==> src/hw/rtl/psaf_pkg.sv <==
`timescale 1ns / 1ps
// ----------------------------------------------------------------------------
// psaf_pkg
// Shared sizes, codes and types of the pixel store with get, put and fill.
// ----------------------------------------------------------------------------
package psaf_pkg;

    localparam int MAX_COLUMNS = 64;
    localparam int MAX_ROWS    = 64;

    // Widths of the effective image size (it can hold the maximum itself)
    localparam int COLS_W = $clog2(MAX_COLUMNS + 1);
    localparam int ROWS_W = $clog2(MAX_ROWS + 1);
    // Widths of a coordinate inside the image
    localparam int XW = (MAX_COLUMNS > 1) ? $clog2(MAX_COLUMNS) : 1;
    localparam int YW = (MAX_ROWS > 1) ? $clog2(MAX_ROWS) : 1;

    localparam int PIX_DEPTH = MAX_COLUMNS * MAX_ROWS;
    localparam int AW        = (PIX_DEPTH > 1) ? $clog2(PIX_DEPTH) : 1;
    localparam int PIX_W     = 32;

    // Configuration port
    localparam int CFG_W     = 7;
    localparam int CFG_IDX_W = 2;
    localparam logic [CFG_IDX_W-1:0] CFG_FORMAT  = 2'd0;
    localparam logic [CFG_IDX_W-1:0] CFG_COLUMNS = 2'd1;
    localparam logic [CFG_IDX_W-1:0] CFG_ROWS    = 2'd2;

    localparam logic [1:0] FMT_RGBA32 = 2'd3;
    localparam logic [1:0] FMT_RESET  = 2'd2;
    localparam logic [7:0] ALPHA_OPAQUE = 8'hff;

    localparam logic [1:0] OP_GET  = 2'd0;
    localparam logic [1:0] OP_PUT  = 2'd1;
    localparam logic [1:0] OP_FILL = 2'd2;

    typedef enum logic [1:0] {
        K_NOP  = 2'd0,
        K_GET  = 2'd1,
        K_PUT  = 2'd2,
        K_FILL = 2'd3
    } cmd_kind_t;

    // Effective configuration, sizes already saturated to the maxima
    typedef struct packed {
        logic [1:0]        format;
        logic [COLS_W-1:0] cols;
        logic [ROWS_W-1:0] rows;
    } cfg_t;

    // Classified command from the front to the back
    typedef struct packed {
        cmd_kind_t         kind;
        logic              in_range;
        logic [AW-1:0]     addr;
        logic [PIX_W-1:0]  word;
        logic [COLS_W-1:0] fill_w;
        logic [ROWS_W-1:0] fill_h;
    } cmd_t;

    typedef struct packed {
        logic [7:0] red;
        logic [7:0] green;
        logic [7:0] blue;
        logic [7:0] alpha;
        logic       in_range;
    } res_t;

endpackage

==> src/hw/rtl/psaf_front.sv <==
`timescale 1ns / 1ps
// ----------------------------------------------------------------------------
// psaf_front
// Accepts items, checks bounds, clips fills, forms the pixel word and the
// address, and holds the classified commands in a two-entry queue.
// ----------------------------------------------------------------------------
module psaf_front (
    input  logic                 clk,
    input  logic                 rst_n,
    input  psaf_pkg::cfg_t       cfg,
    input  logic                 hold,
    input  logic                 push,
    output logic                 full,
    input  logic [1:0]           operation,
    input  logic signed [15:0]   x_pos,
    input  logic signed [15:0]   y_pos,
    input  logic [15:0]          fill_width,
    input  logic [15:0]          fill_height,
    input  logic [7:0]           red_in,
    input  logic [7:0]           green_in,
    input  logic [7:0]           blue_in,
    input  logic [7:0]           alpha_in,
    output logic                 cmd_valid,
    output psaf_pkg::cmd_t       cmd,
    input  logic                 cmd_pop
);

    import psaf_pkg::*;

    localparam int PW = YW + COLS_W;

    logic [15:0]       x_u;
    logic [15:0]       y_u;
    logic              hit;
    logic [PW-1:0]     prod;
    logic [COLS_W-1:0] rem_w;
    logic [ROWS_W-1:0] rem_h;
    logic [COLS_W-1:0] clip_w;
    logic [ROWS_W-1:0] clip_h;
    logic [7:0]        alpha_w;
    cmd_t              new_cmd;
    logic              accept;

    cmd_t        q_mem_reg [2];
    logic        q_head_reg;
    logic        q_tail_reg;
    logic [1:0]  q_count_reg;
    logic [1:0]  q_count_next;

    assign x_u = x_pos;
    assign y_u = y_pos;

    // Negative coordinates have bit 15 set and so fail the compares too
    assign hit = (x_u < 16'(cfg.cols)) && (y_u < 16'(cfg.rows));

    assign prod  = PW'(y_u[YW-1:0]) * PW'(cfg.cols);
    assign rem_w = cfg.cols - COLS_W'(x_u[XW-1:0]);
    assign rem_h = cfg.rows - ROWS_W'(y_u[YW-1:0]);
    assign clip_w = (fill_width < 16'(rem_w)) ? COLS_W'(fill_width) : rem_w;
    assign clip_h = (fill_height < 16'(rem_h)) ? ROWS_W'(fill_height) : rem_h;
    assign alpha_w = (cfg.format == FMT_RGBA32) ? alpha_in : ALPHA_OPAQUE;

    always_comb
    begin
        new_cmd.in_range = hit;
        new_cmd.addr     = AW'(prod) + AW'(x_u[XW-1:0]);
        new_cmd.word     = {alpha_w, red_in, green_in, blue_in};
        new_cmd.fill_w   = clip_w;
        new_cmd.fill_h   = clip_h;
        new_cmd.kind     = K_NOP;
        case (operation)
            OP_GET:  new_cmd.kind = hit ? K_GET : K_NOP;
            OP_PUT:  new_cmd.kind = hit ? K_PUT : K_NOP;
            OP_FILL:
            begin
                if (hit && (clip_w != '0) && (clip_h != '0))
                begin
                    new_cmd.kind = K_FILL;
                end
            end
            default:
            begin
                new_cmd.kind     = K_NOP;
                new_cmd.in_range = 1'b0;
            end
        endcase
    end

    assign full   = (q_count_reg == 2'd2) || hold;
    assign accept = push && !full;

    assign cmd_valid = (q_count_reg != 2'd0);
    assign cmd       = q_mem_reg[q_head_reg];

    always_comb
    begin
        q_count_next = q_count_reg;
        if (accept && !cmd_pop)
        begin
            q_count_next = q_count_reg + 2'd1;
        end
        else if (!accept && cmd_pop)
        begin
            q_count_next = q_count_reg - 2'd1;
        end
    end

    always_ff @(posedge clk or negedge rst_n)
    begin
        if (!rst_n)
        begin
            q_head_reg  <= 1'b0;
            q_tail_reg  <= 1'b0;
            q_count_reg <= 2'd0;
        end
        else
        begin
            q_count_reg <= q_count_next;
            if (accept)
            begin
                q_tail_reg <= ~q_tail_reg;
            end
            if (cmd_pop)
            begin
                q_head_reg <= ~q_head_reg;
            end
        end
    end

    always_ff @(posedge clk)
    begin
        if (accept)
        begin
            q_mem_reg[q_tail_reg] <= new_cmd;
        end
    end

endmodule

==> config.mk <==
export PLATFORM = sky130hd
export DESIGN_NAME = psaf_front
export DESIGN_NICKNAME = d
export VERILOG_FILES = /design/src/hw/rtl/psaf_pkg.sv /design/src/hw/rtl/psaf_front.sv
export SDC_FILE = /design/constraint.sdc
export NUM_CORES = 1
export LEC_CHECK = 0
export BUFFER_PORTS_ARGS = -buffer_cell sky130_fd_sc_hd__buf_2
export CELL_PAD_IN_SITES_DETAIL_PLACEMENT = 0
export CELL_PAD_IN_SITES_GLOBAL_PLACEMENT = 1
export CORE_UTILIZATION = 24
export DETAILED_ROUTE_END_ITERATION = 10
export HOLD_SLACK_MARGIN = 0.06
export PLACE_DENSITY_LB_ADDON = 0.1
export SLEW_MARGIN = 25
export SYNTH_ARGS = -nofsm -noshare
export SYNTH_HDL_FRONTEND = slang
export SYNTH_SLANG_ARGS = --single-unit
==> constraint.sdc <==
create_clock -name clk -period 5.2 [get_ports clk]
set_input_delay 0.52 -clock clk [delete_from_list [all_inputs] [get_ports clk]]
set_output_delay 0.52 -clock clk [all_outputs]
set_load 0.05 [all_outputs]
# Word-level counts from Yosys, hierarchy flattened
# Memory sizes are Yosys's and may differ from the RTL's.
# Cells that the tools add are included.
# word_totals
ff_bits	4
mem_bits_rw	122
in_bits	119
memories	1
# op_classes
add_sub_neg	5
n_mul	1
magnitude_cmp	4
n_eq_ne	4
muxes	12
bitwise	2
n_reduce_logical	16
# memory_table
name	words	width	rd	rd_ports_with_merged_regs	wr	line_no	rtl
q_mem_reg	2	61	1	0	1	psaf_front.sv:44	cmd_t q_mem_reg [2];
# op_table
operator	n
< comparator 16 x 7 -> 1 bit	4
two-way mux 7 bit	2
nonzero test 7 bit	2
subtractor 7 x 6 -> 7 bit	2
adder 12 x 6 -> 12 bit	1
multiplier 6 x 7 -> 12 bit	1
two-way mux 2 bit	4
two-way mux 8 bit	1
equality test 2 bit, second input constant	3
logical AND 1 bit	6
one-hot mux 2 bit (3 select lines)	1
two-way mux 1 bit	4
nonzero test 2 bit	2
logical NOT 1 bit	3
OR reduction 3 bit	1
adder 2 x 1 -> 2 bit, second input constant	1
equality test 2 x 1 -> 1 bit, second input constant	1
logical NOT 2 bit	1
inverter 1 bit	2
subtractor 2 x 1 -> 2 bit, second input constant	1
logical OR 1 bit	1

# Logic depth before layout (Yosys ltp)
# Gate-level depths: netlist of run 1.
# logic_depth
depth_word	8
ltp_mapped	16
depth_no_buf	16

# Worst setup path before layout of run 1
# Ideal clock, no wire load.
# synth_path
path_type	in2reg
startpoint	in y_pos[1]
endpoint	mem q_mem_reg[0][56] (netlist name) (data pin)
t_arrival_ns	3.927
required_ns	4.938
path_slack_ns	1.011
path_stages	13
n_path_buf	0
cell_sequence	inv_1 > nor2_1 > fa_1 > inv_1 > fa_1 > fa_1 > inv_1 > fa_1 > ha_1 > a2111o_1 > a31o_2 > a21oi_1 > xnor2_1
# synth_lines
element	line_no	rtl
from (decl)	psaf_front.sv:16	input logic signed [15:0] y_pos,
to (decl)	psaf_front.sv:44	

==> results of run 1 <==
[metrics by stage]
| stage | utilization (%) | std cells | hold WS, ns |
|---|---|---|---|
| after CTS | 31.0 | 1206 | 0.269 |
| final | 31.0 | 1206 | 0.291 |
| after global placement | 29.0 | 1173 | 0.327 |
| after detailed placement | 29.0 | 1173 | 0.329 |
| after floorplan | - | 601 | 0.224 |
| after global routing | 31.0 | 1206 | 0.272 |
[Yosys cell counts (3+ instances only)]
cell type,count
inv_1,82
a21oi_1,25
o21bai_1,4
nand2_1,46
nor3_1,7
clkbuf_1,10
edfxtp_1,122
nand3_1,3
dfrtp_1,4
nor2_1,36
mux2_2,65
nor2b_1,3
fa_1,25
o21ai_0,18
or4_1,4
nor4_1,11
xnor2_1,17
a31oi_1,3
or2_2,9
ha_1,69
xor2_1,9
[kinds of logic (layout without fill, tap and decap cells)]
group	count (synthesis)	count (layout)
multiplexers	67	67
buffers and inverters	92	301
AND/OR/NAND/NOR	130	130
AO/OA/AOI/OAI	66	66
XOR/XNOR	26	26
flip-flops	126	126
adder cells (fa/ha/maj)	94	94
[power by group]
group / switching [mW] / total [mW] / internal (mW)
Combinational: 1.29 / 1.92 / 0.623
Sequential: 0.0833 / 1.43 / 1.35
Clock: 0.502 / 1.19 / 0.689
[worst paths after layout]
check,slack (ns),startpoint,endpoint,depth (start not counted)
hold / removal,0.29,red_in[4],q_mem_reg[1][34]$_DFFE_PP_,1
max in group asynchronous,4.61,rst_n,q_head_reg$_DFFE_PN0P_,2
setup reg to reg,2.67,q_count_reg[0]$_DFFE_PN0P_,q_mem_reg[0][15]$_DFFE_PP_,5
setup / recovery,0.86,y_pos[1],q_mem_reg[1][57]$_DFFE_PP_,15
min in group asynchronous,0.46,rst_n,q_head_reg$_DFFE_PN0P_,2
hold reg to reg,0.50,q_count_reg[1]$_DFFE_PN0P_,q_count_reg[1]$_DFFE_PN0P_,1
[area by class of cell]
| type | count | area share [%] |
|---|---|---|
| sequential | 126 | 39.7 |
| tap | 396 | 5.23 |
| multi-input combinational | 383 | 35.6 |
| timing repair buffer | 187 | 10.1 |
| clock buffer | 18 | 4.63 |
| clock inverter | 14 | 1.54 |
| inverter | 82 | 3.25 |
[routing by layer]
layer | GRT usage, % | vias to the layer above | share of wire (%)
li1 | - | 2515 | -
met1 | 15.3 | 2473 | 47
met2 | 20.2 | 149 | 47
met3 | 2.73 | 13 | 5.3
met4 | 3.64 | 0 | 1.0
met5 | 0 | - | 0
==> results.py, run 1 <==
metrics = {
    "die": {
        "start_util_pct": 24.4,
        "die_area_mm2": 0.0318,
        "die_x_um": 178,
        "num_rows": 64,
        "die_h_um": 178,
        "pin_count": 182,
        "coreArea_mm2": 0.0306,
    },
    "finish": {
        "multi_input_area_mm2": 0.00337,
        "mostFrequentLayoutCell": "buf_2",
        "nNetsFinal": 1010,
        "largest_reg_flops": 122,
        "drive_gt1_share_pct": 37.2,
        "final_area_mm2": 0.00948,
        "fillers": 3202,
        "n_antenna_cell": 0,
        "register_area_mm2": 0.00376,
        "final_cell_mix": "181 x buf_2, 122 x edfxtp_1, 82 x inv_1",
        "area_growth_pct": 26.9,
    },
    "routing": {
        "drt_iter0_drc": 216,
        "first_pass_iters": 4,
        "viasPerCell": 4.27,
        "drc": 0,
        "via_count": 5150,
        "ant_nets": 0,
        "drt-total-wl_mm": 18.7,
        "routedWlPerCell_um": 15.5,
    },
    "place": {
        "pre_cts_ws_ns": 0.439,
        "post-dp-hpwl_mm": 14.4,
        "gp_congestion": 0.807,
        "placed_cell_area_mm2": 0.00888,
        "portBuffers": 181,
    },
    "critical_path": {
        "path_class": "input port to flip-flop",
        "critPathBufInv": 4,
        "crit_path_max_incr_delay_ns": 0.55,
        "cpMostUsedCell": "fa_1",
        "cpMaxStageDelayCell": "fa_1",
        "critPathRequiredTime_ns": 5.35,
        "cp_top_family": "adder cells",
        "endpoint_kind": "flip-flop",
        "crit_chain": "buf_2, inv_1, nor2_1, fa_1, inv_1, fa_1, fa_1, inv_1, fa_1, ha_1, nand2_1, o21ai_0, o41ai_1, o21ai_0, xnor2_1",
        "cp.arrival_ns": 4.49,
        "worstPathMaxFanout": 6,
        "start_kind": "input port",
    },
    "synth": {
        "ys_types": 44,
        "synth_top_family_by_area": "adder cells",
        "synthSimpleGateAreaFrac_pct": 8.22,
        "synth_top_cells_by_area": "edfxtp_1 49%, ha_1 12%, mux2_2 9.8%",
        "synth_enable_flop_cells": 122,
        "synth_adder_area_share_pct": 18.3,
        "syn_area_mm2": 0.00747,
        "syn_inst": 601,
        "avgSynthCellArea_um2": 12.4,
        "synth_ff_type": "edfxtp_1",
        "synthArstFlopShare_pct": 3.17,
        "synth_mux_area_share_pct": 10.1,
        "synth_xor_area_share_pct": 3.05,
        "synth_nets": 814,
        "yosysTopAreaCell": "edfxtp_1",
        "synth_warnings": 0,
        "synth_compound_area_share_pct": 5.41,
        "synth_top_area_share_pct": 49.0,
        "seq_area_frac_synth_pct": 50.4,
        "synth_seq_cells": 126,
    },
    "clock_network": {
        "numCtsBuffers": 17,
        "cts.path.max_buffers": 2,
        "cts_hold_buf": 1,
        "h-tree-depth": 4,
        "clock_latency_ns": 0.41,
        "cts_tree": "yes",
        "cts_resized": 0,
        "post-cts-setup-buffers": 0,
        "clk_pin_slew_ns": 0.07,
        "tritoncts_num_sinks": 126,
        "root_buffer": "clkbuf_16",
    },
    "run": {
        "maxCapViolCount": 0,
    },
    "sta": {
        "fin_skew_ns": 0.0126,
        "period_share_pct": 83.5,
        "setup_violations": 0,
        "worstMarginPinSlew_ns": 0.856,
        "setup_slack_ns": 0.858,
        "rsz0062_at_grt": "false",
        "finalHoldViolCount": 0,
        "fmax_mhz": 230,
        "max-slew-margin-rel_pct": 42.8,
        "finalSetupTns_ns": 0,
        "slew_violations": 0,
        "layout_min_cycle_time_ns": 4.34,
    },
    "power_and_ir_drop": {
        "ir_worst_vdd_mv": 0.208,
        "leakagePower_nw": 4.02,
        "p_per_area_mw_per_mm2": 479,
        "power_mw": 4.54,
    },
    "global_routing": {
        "grt_max_degree": 38,
        "grt_pass1_vias": 5493,
        "grt_use_total_pct": 12.0,
        "grt_antenna_before_repair": 0,
        "gr-total-overflow": 0,
        "grt_pass1_wl_mm": 29.0,
    },
    "outcome": {
        "status": "finished, final reports clean",
    },
    "min_path": {
        "min_path_type": "input port to flip-flop",
    },
}
Note: power is estimated with default switching activity, not from simulation.
==> run 2: changes to the inputs <==
==> constraint.sdc (replaced) <==
create_clock -name clk -period 4 [get_ports clk]
set_input_delay 0.4 -clock clk [delete_from_list [all_inputs] [get_ports clk]]
set_output_delay 0.4 -clock clk [all_outputs]
set_load 0.05 [all_outputs]
==> results.py, run 2 (synthesis results as in run 1) <==
metrics = {
    "finish": {
        "nNetsFinal": 1068,
        "final_cell_mix": "181 x buf_2, 122 x edfxtp_1, 81 x inv_1",
        "mostFrequentLayoutCell": "buf_2",
        "n_antenna_cell": 0,
        "area_growth_pct": 33.4,
        "drive_gt1_share_pct": 41.5,
        "largest_reg_flops": 122,
    },
    "critical_path": {
        "critPathRequiredTime_ns": 4.16,
        "crit_path_start": "cfg[10]",
        "cp_top_family": "adder cells",
        "endpoint_kind": "flip-flop",
        "path_class": "input port to flip-flop",
        "cp_num_cells": 14,
        "cpMostUsedCell": "fa_1",
        "start_kind": "input port",
        "crit_chain": "buf_2, inv_1, nor2_1, fa_1, inv_1, fa_1, fa_1, inv_1, fa_1, ha_4, a2111o_1, a31o_2, a21oi_1, xnor2_1",
        "timing.rr.start": "q_count_reg[0]$_DFFE_PN0P_",
        "cp.arrival_ns": 4.03,
        "worstPathMaxFanout": 5,
        "ff2ff_path_depth": 5,
        "critPathBufInv": 4,
        "cpMaxStageDelayCell": "fa_1",
        "crit_path_max_incr_delay_ns": 0.55,
    },
    "clock_network": {
        "h-tree-depth": 4,
        "tritoncts_num_sinks": 126,
        "root_buffer": "clkbuf_16",
        "cts_tree": "yes",
        "cts.path.max_buffers": 2,
        "clk_pin_slew_ns": 0.06,
        "clock_latency_ns": 0.41,
        "numCtsBuffers": 17,
    },
    "routing": {
        "drt_iter0_drc": 188,
        "first_pass_iters": 4,
        "drt-total-wl_mm": 19.3,
        "drc": 0,
        "ant_nets": 0,
        "via_count": 5342,
        "routedWlPerCell_um": 15.3,
        "viasPerCell": 4.23,
    },
    "place": {
        "portBuffers": 181,
        "post-dp-hpwl_mm": 15.6,
        "gp_congestion": 0.833,
    },
    "die": {
        "num_rows": 64,
        "die_area_mm2": 0.0318,
        "die_h_um": 178,
        "pin_count": 182,
        "start_util_pct": 24.4,
        "coreArea_mm2": 0.0306,
        "die_x_um": 178,
    },
    "min_path": {
        "holdPathStages": 1,
        "worstHoldStart": "red_in[7]",
        "min_path_type": "input port to flip-flop",
    },
    "sta": {
        "layout_min_cycle_time_ns": 3.87,
        "slew_violations": 0,
        "period_share_pct": 96.8,
        "setup_violations": 0,
        "finalSetupTns_ns": 0,
        "finalHoldViolCount": 0,
        "max-slew-margin-rel_pct": 44.1,
        "fin_hold_ws_ns": 0.172,
        "worstMarginPinSlew_ns": 0.839,
        "fin_skew_ns": 0.00730,
        "fmax_mhz": 258,
        "rsz0062_at_grt": "false",
    },
    "outcome": {
        "status": "finished, final reports clean",
    },
    "global_routing": {
        "grt_pass1_vias": 5642,
        "gr-total-overflow": 0,
        "grt_antenna_before_repair": 2,
        "grt_use_total_pct": 12.5,
        "grt_max_degree": 40,
        "grt_pass1_wl_mm": 29.4,
    },
    "run": {
        "maxCapViolCount": 0,
    },
    "power_and_ir_drop": {
        "leakagePower_nw": 4.30,
        "p_per_area_mw_per_mm2": 609,
        "ir_worst_vdd_mv": 0.278,
    },
}
run 2: final timing paths:
kind,to,slack (ns)
setup / recovery,q_mem_reg[0][56]$_DFFE_PP_,0.13
hold / removal,q_mem_reg[1][37]$_DFFE_PP_,0.17
setup reg to reg,q_mem_reg[0][44]$_DFFE_PP_,1.79
hold reg to reg,q_count_reg[1]$_DFFE_PN0P_,0.51
max in group asynchronous,q_head_reg$_DFFE_PN0P_,3.51
min in group asynchronous,q_tail_reg$_DFFE_PN0P_,0.34
run 2: cell type report:
| cell class | count | area [µm²] |
|---|---|---|
| fillers | 3193 | 20600 |
| well taps | 396 | 495 |
| flip-flops and latches | 126 | 3760 |
| clock buffers | 20 | 437 |
| multi-input cells | 383 | 3410 |
| inverters | 82 | 312 |
| clock inverters | 12 | 144 |
| repair buffers | 245 | 1400 |
run 2: stage by stage:
stage	setup slack (ns)	instance area, µm²	total power, mW	std cells	utilization (%)
finish	0.129	9960	6.07	1264	32.6
global route	0.0110	9960	6.44	1264	32.6
CTS	0.110	9940	6.17	1264	32.5
detailed placement	-0.330	9350	4.61	1231	30.6
global placement	-0.277	9350	4.58	1231	30.6
floorplan	0.00371	7490	3.81	601	-
run 2: repair_timing:
item	in CTS	in global routing
hold buffers	1	0
resized for setup	0	5
buffers inserted	0	0
endpoints found under the setup margin	0	6
hold endpoints to repair	4	0
run 2: worst register-to-register path: cells and delay by family (launching register included):
family	cells	cell delay, ns
flops	1	0.42
buf+inv	2	0.41
simple gates	2	0.81
compound gates	1	0.21
run 2: report_power, final:
| part | switching [mW] | leakage (nW) | total, mW | internal, mW |
|---|---|---|---|---|
| clock | 0.547 | 0.275 | 1.52 | 0.972 |
| combinational | 1.73 | 2.88 | 2.69 | 0.960 |
| sequential | 0.117 | 1.15 | 1.87 | 1.75 |
| total | 2.39 | 4.30 | 6.07 | 3.68 |
run 2: per-layer routing:
| layer | share of wire (%) | track usage [%] |
|---|---|---|
| met3 | 5.4 | 2.98 |
| met1 | 47 | 16.0 |
| met4 | 1.4 | 4.52 |
| met2 | 46 | 20.2 |
| met5 | 0.088 | 0 |
==> run 3: changes to the inputs <==
--- a/config.mk
+++ b/config.mk
@@ -11,7 +11,7 @@
 export CORE_UTILIZATION = 24
 export DETAILED_ROUTE_END_ITERATION = 10
 export HOLD_SLACK_MARGIN = 0.06
-export PLACE_DENSITY_LB_ADDON = 0.1
+export PLACE_DENSITY = 0.52
 export SLEW_MARGIN = 25
 export SYNTH_ARGS = -nofsm -noshare
 export SYNTH_HDL_FRONTEND = slang
==> results.py, run 3 (synthesis results as in run 1) <==
metrics = {
    "outcome": {
        "status": "finished, final reports clean",
    },
    "routing": {
        "drt-total-wl_mm": 18.8,
        "drt_iter0_drc": 167,
        "routedWlPerCell_um": 14.9,
        "first_pass_iters": 4,
        "drc": 0,
        "viasPerCell": 4.17,
        "via_count": 5269,
        "ant_nets": 0,
    },
    "critical_path": {
        "worstPathMaxFanout": 7,
        "path_class": "input port to flip-flop",
        "critPathRequiredTime_ns": 4.16,
        "start_kind": "input port",
        "cp.arrival_ns": 4.02,
        "endpoint_kind": "flip-flop",
    },
    "die": {
        "die_h_um": 178,
        "die_x_um": 178,
        "start_util_pct": 24.4,
        "pin_count": 182,
        "die_area_mm2": 0.0318,
        "coreArea_mm2": 0.0306,
        "num_rows": 64,
    },
    "place": {
        "gp_congestion": 0.772,
        "portBuffers": 181,
        "pre_cts_ws_ns": -0.287,
        "post-dp-hpwl_mm": 14.9,
        "placed_cell_area_mm2": 0.00935,
    },
    "global_routing": {
        "grt_antenna_before_repair": 1,
        "grt_use_total_pct": 12.2,
        "grt_pass1_wl_mm": 29.0,
        "gr-total-overflow": 0,
        "grt_pass1_vias": 5410,
        "grt_max_degree": 44,
    },
    "sta": {
        "worstMarginPinSlew_ns": 0.883,
        "finalHoldViolCount": 0,
        "setup_slack_ns": 0.135,
        "period_share_pct": 96.6,
        "fmax_mhz": 259,
        "max-slew-margin-rel_pct": 41.1,
        "fin_hold_ws_ns": 0.175,
        "layout_min_cycle_time_ns": 3.86,
        "rsz0062_at_grt": "false",
        "fin_skew_ns": 0.00705,
        "setup_violations": 0,
        "slew_violations": 0,
    },
    "min_path": {
        "min_path_type": "input port to flip-flop",
    },
    "power_and_ir_drop": {
        "p_per_area_mw_per_mm2": 606,
        "power_mw": 6.02,
        "ir_worst_vdd_mv": 0.277,
        "leakagePower_nw": 4.29,
    },
    "finish": {
        "n_antenna_cell": 0,
        "final_area_mm2": 0.00993,
        "final_cell_mix": "180 x buf_2, 122 x edfxtp_1, 81 x inv_1",
        "area_growth_pct": 33.0,
        "post-route-util_pct": 32.5,
        "drive_gt1_share_pct": 41.3,
        "mostFrequentLayoutCell": "buf_2",
        "nNetsFinal": 1069,
        "largest_reg_flops": 122,
    },
    "clock_network": {
        "tritoncts_num_sinks": 126,
        "cts_tree": "yes",
        "root_buffer": "clkbuf_16",
        "cts.path.max_buffers": 2,
        "h-tree-depth": 4,
        "numCtsBuffers": 17,
        "clock_latency_ns": 0.42,
        "clk_pin_slew_ns": 0.06,
    },
    "run": {
        "maxCapViolCount": 0,
    },
}
-- run 3: cell count changes in the layout (fill, tap and decap cells not counted), sizes merged --
cell,delta
bufinv,-1
clkbuf,+1
clkinv,+1
clkinvlp,+1
inv,-1
-- run 3: per-layer routing --
| metal | global-route usage [%] | up-vias | part of all wire [%] |
|---|---|---|---|
| li1 | - | 2633 | - |
| met4 | 3.39 | 0 | 0.80 |
| met1 | 15.8 | 2477 | 48 |
| met5 | 0 | - | 0 |
| met3 | 3.03 | 11 | 5.8 |
| met2 | 19.9 | 148 | 46 |
-- run 3: what timing repair did --
action	4_1_cts	5_1_grt
setup endpoints to repair	0	6
hold endpoints to repair	4	0
setup buffers	0	0
hold buffers	1	0
gates resized for setup	0	4
-- run 3: critical path, stage by stage --
cell      delay [ns]
clkbuf_4        0.15
inv_1           0.08
nor2_1          0.06
fa_1            0.53
inv_1           0.05
fa_1            0.47
fa_1            0.54
inv_1           0.05
fa_1            0.54
ha_4            0.21
a2111o_1        0.43
a31o_2          0.24
a21oi_1         0.16
xnor2_1         0.10
-- run 3: stage by stage --
step	setup TNS [ns]	cells
6_report	0	1265
5_1_grt	0	1265
4_1_cts	0	1265
3_5_place_dp	-2.60	1232
3_3_place_gp	-2.87	1232
2_1_floorplan	0	601
-- run 3: path summary, 6_finish.rpt --
kind | end | depth (start not counted) | start | slack (ns)
max in group asynchronous | q_head_reg$_DFFE_PN0P_ | 2 | rst_n | 3.52
worst min-delay path | q_mem_reg[1][22]$_DFFE_PP_ | 1 | green_in[0] | 0.18
worst max register to register | q_mem_reg[1][25]$_DFFE_PP_ | 4 | q_count_reg[0]$_DFFE_PN0P_ | 1.72
worst max-delay path | q_mem_reg[0][56]$_DFFE_PP_ | 14 | cfg[10] | 0.14
min in group asynchronous | q_head_reg$_DFFE_PN0P_ | 2 | rst_n | 0.35
worst min register to register | q_count_reg[1]$_DFFE_PN0P_ | 1 | q_count_reg[1]$_DFFE_PN0P_ | 0.49
-- run 3: cell type report --
| class | instances | area, µm² |
|---|---|---|
| flip-flops and latches | 126 | 3760 |
| repair buffers | 246 | 1410 |
| inverters | 82 | 312 |
| clock buffers | 20 | 437 |
| multi-input cells | 383 | 3390 |
| fillers | 3202 | 20700 |
| clock inverters | 12 | 121 |
| well taps | 396 | 495 |
-- run 3: power by group --
| group | total [mW] | internal (mW) | leakage (nW) | switching (mW) |
|---|---|---|---|---|
| registers | 1.87 | 1.75 | 1.15 | 0.125 |
| clock network | 1.47 | 0.908 | 0.261 | 0.558 |
| logic | 2.68 | 0.967 | 2.88 | 1.71 |
